$ cat config.mk
export PLATFORM = sky130hd
export DESIGN_NAME = lzhc_clear_seq
export DESIGN_NICKNAME = d
export VERILOG_FILES = /design/src/rtl/lzhc_pkg.sv /design/src/rtl/lzhc_clear_seq.sv
export SDC_FILE = /design/constraint.sdc
export NUM_CORES = 1
export LEC_CHECK = 0
export BUFFER_PORTS_ARGS = -buffer_cell sky130_fd_sc_hd__buf_2
export CELL_PAD_IN_SITES_DETAIL_PLACEMENT = 1
export CELL_PAD_IN_SITES_GLOBAL_PLACEMENT = 2
export CORE_MARGIN = 3
export CORE_UTILIZATION = 32
export CTS_CLUSTER_DIAMETER = 40
export CTS_CLUSTER_SIZE = 40
export DETAILED_ROUTE_END_ITERATION = 16
export PLACE_DENSITY = 0.84
export SETUP_SLACK_MARGIN = 0.2
export SKIP_LAST_GASP = 1
export SLEW_MARGIN = 20
export SYNTH_ARGS = -nofsm -noshare
export SYNTH_HDL_FRONTEND = slang
export SYNTH_SLANG_ARGS = --single-unit
export TNS_END_PERCENT = 30
$ cat constraint.sdc
create_clock -name clk -period 2.5 [get_ports clk]
set_input_delay 0.375 -clock clk [delete_from_list [all_inputs] [get_ports clk]]
set_output_delay 0.375 -clock clk [all_outputs]
set_load 0.005 [all_outputs]
$ cat src/rtl/lzhc_pkg.sv
package lzhc_pkg;

  localparam int WIN_SIZE_DEF    = 32768;
  localparam int HASH_BITS_DEF   = 15;
  localparam int ROLL_SHIFT      = 5;
  localparam int BYTE_W          = 8;
  localparam int POS_W           = 15;
  localparam int OUT_HASH_W      = 15;
  localparam int ENTRY_POS_W     = 16;

  localparam logic OP_WARMUP = 1'b0;
  localparam logic OP_INSERT = 1'b1;

endpackage

$ cat src/rtl/lzhc_clear_seq.sv
module lzhc_clear_seq import lzhc_pkg::*; #(
  parameter int CLR_BITS = HASH_BITS_DEF
) (
  input  logic                clk,
  input  logic                rst,
  output logic                busy,
  output logic [CLR_BITS-1:0] addr
);

  always_ff @(posedge clk) begin
    if (rst) begin
      busy <= 1'b1;
      addr <= '0;
    end else if (busy) begin
      addr <= addr + 1'b1;
      if (addr == {CLR_BITS{1'b1}}) begin
        busy <= 1'b0;
      end
    end
  end

endmodule

==> flow_summary_export.csv <==
group,metric,value,unit
setup_path,arrival,1.87,ns
pwr,pwr_density_cell,521,mW/mm^2
final_layout,finalNonFillerCells,131,
yosys,netlist_area,768,sq um
cts,clk_latency,0.30,ns
route,first_pass_iters,2,
final_layout,diodes,0,
setup_path,crit_path_end_kind,"register",
sta,period_needed,1.66,ns
sta,hold_viol,0,
setup_path,crit_chain,"nand4_2 -> nor4_1 -> mux2_2",
yosys,yosys-top-cells-count,"dfxtp_1, nor2_1, nand2_1, nor4_1",
yosys,ys_seq_area_share,41.7,%
pwr,leakage,0.396,nW
cts,cts_hold_buffers,0,
yosys,ys_ff_latch,16,
route,wl,1.90,mm
setup_path,critical_path_required,2.70,ns
setup_path,crit_type,"register to register",
run,cap_viol_max_count,0,
placement,port_buffers,17,
route,via_per_inst,5.38,
setup_path,worstSetupStartpointType,"register",
cts,clk_pin_slew,0.11,ns
cts,numCtsBuffers,3,
min_path,hp-class,"input port to register",
route,dr_wl_met2,911,um
yosys,ys_types,25,
status,run_status,"complete, no violations",
sta,timing.fmax,602,MHz
route,met1_length,874,um
final_layout,finalNetCount,107,
die,fp.coreArea,0.00225,sq mm
die,floorplan.initialDensity,34.1,%
placement,pre_cts_ws,0.849,ns
sta,setup_violations,0,
yosys,synth_top_area_cell,"dfxtp_1",
yosys,synth-edff-count,0,
cts,clock_sinks,16,
pwr,power.total,470,uW
die,die-height,55.0,um
cts,post_cts_resized,0,
yosys,syn_nets,89,
die,ios,18,
yosys,ys_warn_count,0,
global_routing,grt_util_all_layers,14.6,%
global_routing,first_global_vias,708,
yosys,netlist_instances,86,
die,die_x,55.0,um
global_routing,antenna_found_initial,0,
route,dr_wl_met3,69,um
final_layout,area_delta_synth_final,17.3,%
sta,relSlewSlack,73.6,%
setup_path,cp_slowest_stage_delay,0.58,ns
route,ant_nets,0,
cts,cts_root_buf,"clkbuf_4",
route,top_layer,"met4",
cts,cts_max_path_buffers,2,
pwr,peakVddDrop,0.252,mV
setup_path,cp_slowest_cell,"dfxtp_1",
yosys,yosys-top-cells-area,"dfxtp_1, nor2_1, nor4_1, mux2_1, nand4_1",
sta,grt_setup_unrepaired,"false",
placement,gp_congestion,0.746,
sta,report.final.slew_viol_count,0,
route,post-route-drc-count,0,
global_routing,overflow,0,
die,row_count,17,
sta,worst_pin_slew,0.395,ns
placement,hpwlAfterDp,1.30,mm
yosys,synth_flop_cell,"dfxtp_1",
yosys,synth.most_common_cell,"dfxtp_1",
die,die_area,0.00302,sq mm
placement,dp.cells,127,
sta,whs,0.453,ns
final_layout,final_area,901,sq um
sta,setup_tns,0,ns
sta,setup_ws,0.839,ns
global_routing,grt_max_degree,22,
route,dr.first_iter.drc_count,6,
global_routing,grt_first_pass_wirelength,3.16,mm
setup_path,cp_max_fo,10,
sta,final.period_utilization,66.4,%
yosys,synth_top_cell_area_share,41.7,%
cts,htree_levels,1,
final_layout,final_util,40.0,%
cts,cts_tree,"yes",
route,via_count,705,
yosys,syn_avg_cell_area,8.93,sq um
route,avgRoutedWirePerCell,14.5,um
sta,fin_skew,0.0152,ns
placement,postPlaceCellArea,865,sq um
final_layout,drive_gt1_share,24.3,%
cts,post_cts_buffers,0,
yosys,ys_async_sr_fraction,0,%
cell type report:
cell class | instances | area [sq um]
clock buffer | 4 | 36.3
inverter | 3 | 11.3
tap | 28 | 35.0
timing repair buffer | 17 | 85.1
fill | 285 | 1350
sequential | 16 | 320
multi-input combinational | 63 | 413
critical path, delay by kind of cell (launching register included):
kind             cells  cell delay [ns]
flip-flops           1             0.58
multiplexers         1             0.36
AND/OR/NAND/NOR      2             0.62
cells in the final DEF (no fill, tap or decap):
cell type	n
mux2i_1	1
or3_1	1
ha_1	1
buf_2	17
or4_1	4
xor2_1	3
dfxtp_1	16
clkbuf_8	1
clkbuf_4	3
nand2_1	6
a21oi_1	5
o21bai_1	1
mux2_2	2
nand3_1	2
inv_1	3
o21ai_0	1
nor2b_1	5
nand4_1	5
nor4_1	6
mux2_1	3
nand4_2	2
xnor2_1	1
o31ai_1	4
nor2_1	10
flip-flops by register name, indices dropped and copies added (netlist names):
register,count
addr,15
busy,1
final timing paths:
check                           slack [ns]  endpoint    start  cells after the start
worst min register to register        0.53   addr[5]  addr[5]                      2
worst min-delay path                  0.45   addr[4]      rst                      2
worst max register to register        0.84  addr[14]     busy                      3
worst max-delay path                  0.84  addr[14]     busy                      3
power breakdown:
part           switching [mW]  total (mW)  internal (mW)
clock                  0.0918       0.181         0.0888
sequential            0.00587       0.265          0.259
combinational          0.0149      0.0241        0.00922
total                   0.113       0.470          0.357
per-layer routing:
metal,vias up,GRT usage (%)
met2,12,25.8
li1,345,-
met4,0,7.29
met3,5,2.41
met1,343,16.8
met5,-,0
logic make-up (layout without fill, tap and decap cells):
logic type	after synthesis	in the layout	share of synthesized area (%)
and+or+nand+nor	41	41	30.1
DFF	16	16	41.7
AOI/OAI and AO/OA	11	11	8.79
buffers and inverters	7	24	4.56
muxes	6	6	8.63
xor gates and xnor gates	4	4	4.56
adders and majority gates	1	1	1.63
Power figures use the tool's default switching activity.
