## src/rtl/lzhc_pkg.sv

```systemverilog
package lzhc_pkg;

  localparam int WIN_SIZE_DEF    = 32768;
  localparam int HASH_BITS_DEF   = 15;
  localparam int ROLL_SHIFT      = 5;
  localparam int BYTE_W          = 8;
  localparam int POS_W           = 15;
  localparam int OUT_HASH_W      = 15;
  localparam int ENTRY_POS_W     = 16;

  localparam logic OP_WARMUP = 1'b0;
  localparam logic OP_INSERT = 1'b1;

endpackage

```

## src/rtl/lzhc_hash_reg.sv

```systemverilog
module lzhc_hash_reg import lzhc_pkg::*; #(
  parameter int HASH_BITS = HASH_BITS_DEF
) (
  input  logic                 clk,
  input  logic                 rst,
  input  logic                 load,
  input  logic                 operation,
  input  logic [BYTE_W-1:0]    data_byte,
  input  logic                 lookahead_valid,
  output logic [HASH_BITS-1:0] hash_next
);

  logic [HASH_BITS-1:0] hash;
  logic [BYTE_W-1:0]    shift_byte;

  // An insert past the end of the stream hashes a zero byte.
  always_comb begin
    if (operation == OP_INSERT && !lookahead_valid) begin
      shift_byte = '0;
    end else begin
      shift_byte = data_byte;
    end
    hash_next = {hash[HASH_BITS-ROLL_SHIFT-1:0], {ROLL_SHIFT{1'b0}}}
                ^ HASH_BITS'(shift_byte);
  end

  always_ff @(posedge clk) begin
    if (rst) begin
      hash <= '0;
    end else if (load) begin
      hash <= hash_next;
    end
  end

endmodule

```

## config.mk

```make
export PLATFORM = sky130hd
export DESIGN_NAME = lzhc_hash_reg
export DESIGN_NICKNAME = d
export VERILOG_FILES = /design/src/rtl/lzhc_pkg.sv /design/src/rtl/lzhc_hash_reg.sv
export SDC_FILE = /design/constraint.sdc
export NUM_CORES = 1
export LEC_CHECK = 0
export ABC_CLOCK_PERIOD_IN_PS = 2400
export BUFFER_PORTS_ARGS = -buffer_cell sky130_fd_sc_hd__buf_2
export CAP_MARGIN = 25
export CORE_AREA = 8 8 47 49
export DETAILED_ROUTE_END_ITERATION = 8
export DIE_AREA = 0 0 55 57
export GPL_TIMING_DRIVEN = 0
export PLACE_DENSITY = 0.79
export SLEW_MARGIN = 20
export SYNTH_ARGS = -nofsm -noshare
export SYNTH_HDL_FRONTEND = slang
export SYNTH_SLANG_ARGS = --single-unit
```

## constraint.sdc

```tcl
create_clock -name clk -period 2.4 [get_ports clk]
set_input_delay 0.24 -clock clk [delete_from_list [all_inputs] [get_ports clk]]
set_output_delay 0.24 -clock clk [all_outputs]
set_load 0.005 [all_outputs]
```

==> results of run 1 <==
-- logic make-up after synthesis --
group | synth area share, %
AOI/OAI and AO/OA | 12.42
xor gates and xnor gates | 4.657
buffers and inverters | 12.64
DFF | 35.48
muxes | 3.548
and+or+nand+nor | 31.26
-- final cells by class --
class	count	area, um^2	area share (%)
multi-input combinational	43	292.8	39.66
clock buffer	3	22.52	3.051
tap	17	21.27	2.881
buffer	11	71.32	9.661
sequential	10	200.2	27.12
timing repair buffer	26	130.1	17.63
-- how the worst min path moves through the flow --
stage,from,endpoint
6_report,data_byte[0],hash[0]$_SDFFE_PP0P_
5_1_grt,data_byte[3],hash[3]$_SDFFE_PP0P_
4_1_cts,data_byte[0],hash[0]$_SDFFE_PP0P_
3_5_place_dp,hash[9]$_SDFFE_PP0P_,hash[9]$_SDFFE_PP0P_
3_3_place_gp,hash[8]$_SDFFE_PP0P_,hash[8]$_SDFFE_PP0P_
2_1_floorplan,data_byte[3],hash[3]$_SDFFE_PP0P_
-- metrics by stage --
stage | total power [mW] | instance area, um^2 | setup slack (ns) | cells
floorplan | 0.2356 | 564.3 | 1.424 | 64
global placement | 0.2679 | 715.7 | 1.202 | 107
detailed placement | 0.2704 | 715.7 | 1.192 | 107
CTS | 0.3832 | 738.2 | 1.191 | 110
global route | 0.4013 | 738.2 | 1.152 | 110
finish | 0.3758 | 738.2 | 1.195 | 110
-- power groups by stage --
stage	clock [mW]	combinational [mW]	sequential, mW
after floorplan	0	0.0519	0.184
after global placement	0	0.0832	0.185
after detailed placement	0	0.0851	0.185
after CTS	0.116	0.0853	0.182
after global routing	0.127	0.0919	0.183
final	0.111	0.0834	0.182
-- critical path: cells and delay by family --
family        cells  cell delay (ns)
buf+inv           3             0.41
simple gates      2             0.32
-- cell usage in the layout, fill, tap and decap left out --
cell type / Yosys / layout
nand2b_4: 1 / 1
clkbuf_1: 1 / 1
xnor2_1: 3 / 3
buf_4: 7 / 7
nand2b_1: 5 / 5
and2_1: 5 / 5
buf_2: 3 / 29
and4_1: 3 / 3
clkbuf_4: 0 / 3
a2111oi_2: 3 / 3
mux2i_1: 2 / 2
nand2_1: 3 / 3
nand3_1: 5 / 5
nor2b_1: 3 / 3
nor2_1: 5 / 5
dfxtp_1: 10 / 10
a21oi_1: 5 / 5
-- per-layer routing --
metal / GRT usage [%] / part of all wire, %
met5: 0 / 0
met4: 2.062 / 0.39
met3: 2.338 / 12
met2: 12.64 / 46
met1: 9.295 / 41
==> metrics, run 1 <==
Num Clock Sinks=10; Max VDD drop=0.0002217 V; CP max-delay cell=buf_2; initial antenna violation count=0; post-route core utilization=a little under half; Gate power share=22.2%; Syn. warnings=0; Setup crit start=lookahead_valid; Rows=15; post-CTS sizing=0; Mapped Area=around 560 um^2; Clk network pwr share=just under 30%; ys async rst share=0%; Worst R2R End=hash[5]$_SDFFE_PP0P_; grt total ovfl=0; filler instances=between 150 and 200; Sequential Power Share=48.3%; hold_buf cts=0; vias per inst=between 4 and 5; top cell type's share of synthesized area=a little over a third; synthesized flop and latch total=10; internal power=around 0.28 mW; Slew Limit Headroom=between 60% and 70%; drt first pass iters=4; status=complete, no violations; Antenna Violating Nets Remaining=0; Post-Syn Area per Cell=~8.8 um^2; number of global-route vias before repair=486; crit start category=primary input; Root Driver=clkbuf_4; CP endpoint kind=output port; Max FO, Critical Path=10; DRT Wirelength=about 1300 um; I/O Buffers=26; worst setup path class=in -> out; total of max-cap violations=0; CTS buffer count=3; Core Footprint=approximately 1600 um^2; RSZ-0062 raised after global routing=no; synth cell count leaders=10 x dfxtp_1, 7 x buf_4; crit path cell chain=buf_2, nand2b_4, buf_2, and2_1, buf_2; Skew-Pair Late Insertion Delay=~0.26 ns; TritonCTS clock tree=yes; Die W=between 50 and 60 um; diodes inserted=0; sw frac=25.71%; Power Density=509.1 nW/um^2; Worst-path clk slew=~0.070 ns; routed len/inst=roughly 12 um; largest reg by FF count=hash; die area=between 3000 and 4000 um^2; worst hold slack=0.2509 ns; prevailing post-synth register cell=dfxtp_1; hold path depth=3; Cells after Synth=between 60 and 70; Die Span Y=about 57 um; R2R cell count=2; setup bufs post-CTS=0; first-pass GRT wire length=1897 um; Clock Skew=about 0.0058 ns; RR Startpoint=hash[0]$_SDFFE_PP0P_; max-slew violations=0; Max stage delay on crit path=0.19 ns; final hold vios=0; CP required=2.16 ns; Tot GR Track Use=under 10%; H-tree depth=1; biggest regs=hash x10; Worst-Margin Slew=0.5188 ns; sequential area share after synthesis=35.48%; IO Count=28; Iter 0 DRT Violations=3; Net Switching=0.09663 mW; Hold/Removal Path Class=in -> reg; post-route DRC violation count=0; fmax=829.8 MHz; EDFF count, synth=0; synthesis-to-finish area growth=30.82%; largest net degree at the start of global routing=11; Yosys cell types=16; Final setup viols=0; fraction of layout instances using a drive strength above 1=a little under half; flop-to-flop setup slack=about 1.5 ns; Pleak=between 0.3 and 0.4 nW; post-layout minimum cycle time=about 1.2 ns; clk buf depth=2; vias=about 500; top area cells in the synthesized netlist=dfxtp_1 35%, buf_4 9.3%, a2111oi_2 8.0%; Worst setup endpoint=hash_next[3]; most common cell in the synthesized netlist=dfxtp_1; final net count=about 110; Post-DP HPWL=between 1000 and 1500 um; Final GP Congestion=0.7287; Yosys top cell by area=dfxtp_1; critical path arrival=just under 1 ns; Largest register FFs=10; CP dominant cell by count=buf_2; period utilization=50.21%; Synthesized Nets=between 70 and 80; Initial Utilization=35.79%; setup TNS=0 ns
No activity file was read; power rests on OpenSTA's default activity.
==> run 2, diff against run 1 <==
Settings changed: ABC_CLOCK_PERIOD_IN_PS 2400 to 1100, CORE_AREA 8 8 47 49 to 8 8 48 50, DIE_AREA 0 0 55 57 to 0 0 56 58.
Clock period 2.4 ns to 1.1 ns, I/O delays scaled along.
==> run 2 against run 1 <==
  * Design area grew 2.2%
  * Hold slack worse by 0.14 ns
  * Wire length up 2.2%
  * Non-clock buffer count unchanged
  * Clock skew fell by 0.0053 ns
  * Via count decreased by 0.97%
  * Clock power grew to 2.9 times the previous value
  * Register-to-register slack worse by 1.3 ns
  * Die area is 3.6% higher
  * Combinational power up 120%
  * Highest routed layer is now met3
==> metrics, run 2 (synthesis gave the netlist of run 1 again) <==
Root Driver=clkbuf_4; CP max-delay cell=dfxtp_1; Post-DP HPWL=~1100 um; Final GP Congestion=roughly 0.73; Hold/Removal Path Class=in -> reg; synthesis-to-finish area growth=33.70%; DRT Wirelength=between 1000 and 1500 um; Final setup viols=0; initial antenna violation count=0; first-pass GRT wire length=~2200 um; final net count=108; Num Clock Sinks=10; FF+latch area=~200 um^2; period utilization=93.49%; filler instances=between 150 and 200; Pleak=0.3670 nW; Max FO, Critical Path=4; fraction of layout instances using a drive strength above 1=about half; most frequent cells in the layout=29 x buf_2, 8 x dfxtp_1, 7 x buf_4; IO Count=28; Clock Skew=0.0005318 ns; Largest register FFs=10; Max VDD drop=about 0.00046 V; Core Footprint=between 1500 and 2000 um^2; drt first pass iters=4; largest reg by FF count=hash; status=complete, no violations; H-tree depth=1; vias per inst=roughly 4.6; routed len/inst=approximately 12 um; hold_buf cts=0; RR Startpoint=hash[0]$_SDFFE_PP0P_; die area=3248 um^2; hold path depth=3; worst setup path class=reg -> out; WP depth=2; min-delay src=data_byte[2]; largest net degree at the start of global routing=11; Worst setup endpoint=hash_next[5]; biggest regs=hash x10; Tot GR Track Use=between 8 and 9%; TritonCTS clock tree=yes; Worst R2R End=hash[5]$_SDFFE_PP0P_; Die Span Y=58 um; critical path arrival=slightly above 0.9 ns; flop-to-flop setup slack=between 0.1 and 0.15 ns; Buf+Inv Stages, Crit Path=1; fmax=972.4 MHz; Multi-input gate area=between 200 and 300 um^2; crit path cell chain=xnor2_1, buf_2; Power Density=~1200 nW/um^2; setup TNS=0 ns; Initial Utilization=about a third; R2R cell count=2; CP top delay family=flip-flops; worst hold slack=0.1145 ns; commonest non-fill, non-tap cell in the layout=buf_2; RSZ-0062 raised after global routing=no; number of global-route vias before repair=between 400 and 500; clk buf depth=2; diodes inserted=0; post-route DRC violation count=0; vias=510; Skew-Pair Late Insertion Delay=~0.26 ns; Setup crit start=hash[0]$_SDFFE_PP0P_; CP endpoint kind=output port; CTS buffer count=3; Worst-Margin Slew=about 0.50 ns; max-slew violations=0; Slew Limit Headroom=about two thirds; Rows=15; crit start category=register; grt total ovfl=0; post-layout minimum cycle time=just over 1 ns; final hold vios=0; Iter 0 DRT Violations=4; total of max-cap violations=0; Worst-path clk slew=approximately 0.060 ns; Die W=between 50 and 60 um; CP required=between 0.9 and 1 ns; I/O Buffers=26; Max stage delay on crit path=~0.4 ns; Antenna Violating Nets Remaining=0
-- run 2: cell type report --
cell class                      count  share of cell area, %
Buffer                             11                  9.453
Multi-Input combinational cell     43                  38.81
Timing Repair Buffer               26                  17.25
Tap cell                           17                  2.819
Clock buffer                        4                  4.809
Sequential cell                    10                  26.87
-- run 2: timing repair --
item	in CTS	in global routing
setup endpoints to repair	0	2
setup buffers	0	0
hold endpoints to repair	0	0
gates resized for setup	0	2
-- run 2: metal layers --
metal	wire length, um	global-route usage [%]	vias to the layer above
li1	-	-	268
met1	551	8.344	225
met2	622	13.47	17
met3	142	5.677	0
met4	0	5.155	0
met5	0	0	-
-- run 2: stage by stage --
step                      instance area, um^2  instances  power (mW)  setup slack (ns)  utilization [%]
after global routing                    754.5        111      0.9672          0.003287            46.74
after detailed placement                715.7        107      0.5909           0.06577            44.34
after global placement                  715.7        107      0.5852            0.1036            44.34
after CTS                               752.0        111      0.9174           0.05352            46.59
after floorplan                         564.3         64      0.5141            0.2125                -
final                                   754.5        111      0.9028           0.07166            46.74
-- run 2: worst min path at each step --
stage and to:
6_report hash[2]$_SDFFE_PP0P_, 5_1_grt hash[0]$_SDFFE_PP0P_, 4_1_cts hash[4]$_SDFFE_PP0P_, 3_5_place_dp hash[0]$_SDFFE_PP0P_
3_3_place_gp hash[4]$_SDFFE_PP0P_, 2_1_floorplan hash[3]$_SDFFE_PP0P_
-- run 2: report_power, final --
group / switching, mW / internal [mW] / total, mW
combinational: 0.0811 / 0.102 / 0.183
sequential: 0.0140 / 0.383 / 0.397
clock: 0.122 / 0.201 / 0.323
total: 0.218 / 0.685 / 0.903
-- run 2: tightest hold or removal path, stage by stage --
cell and delay [ns]:
buf_2 0.10, nand3_1 0.07, a21oi_1 0.05
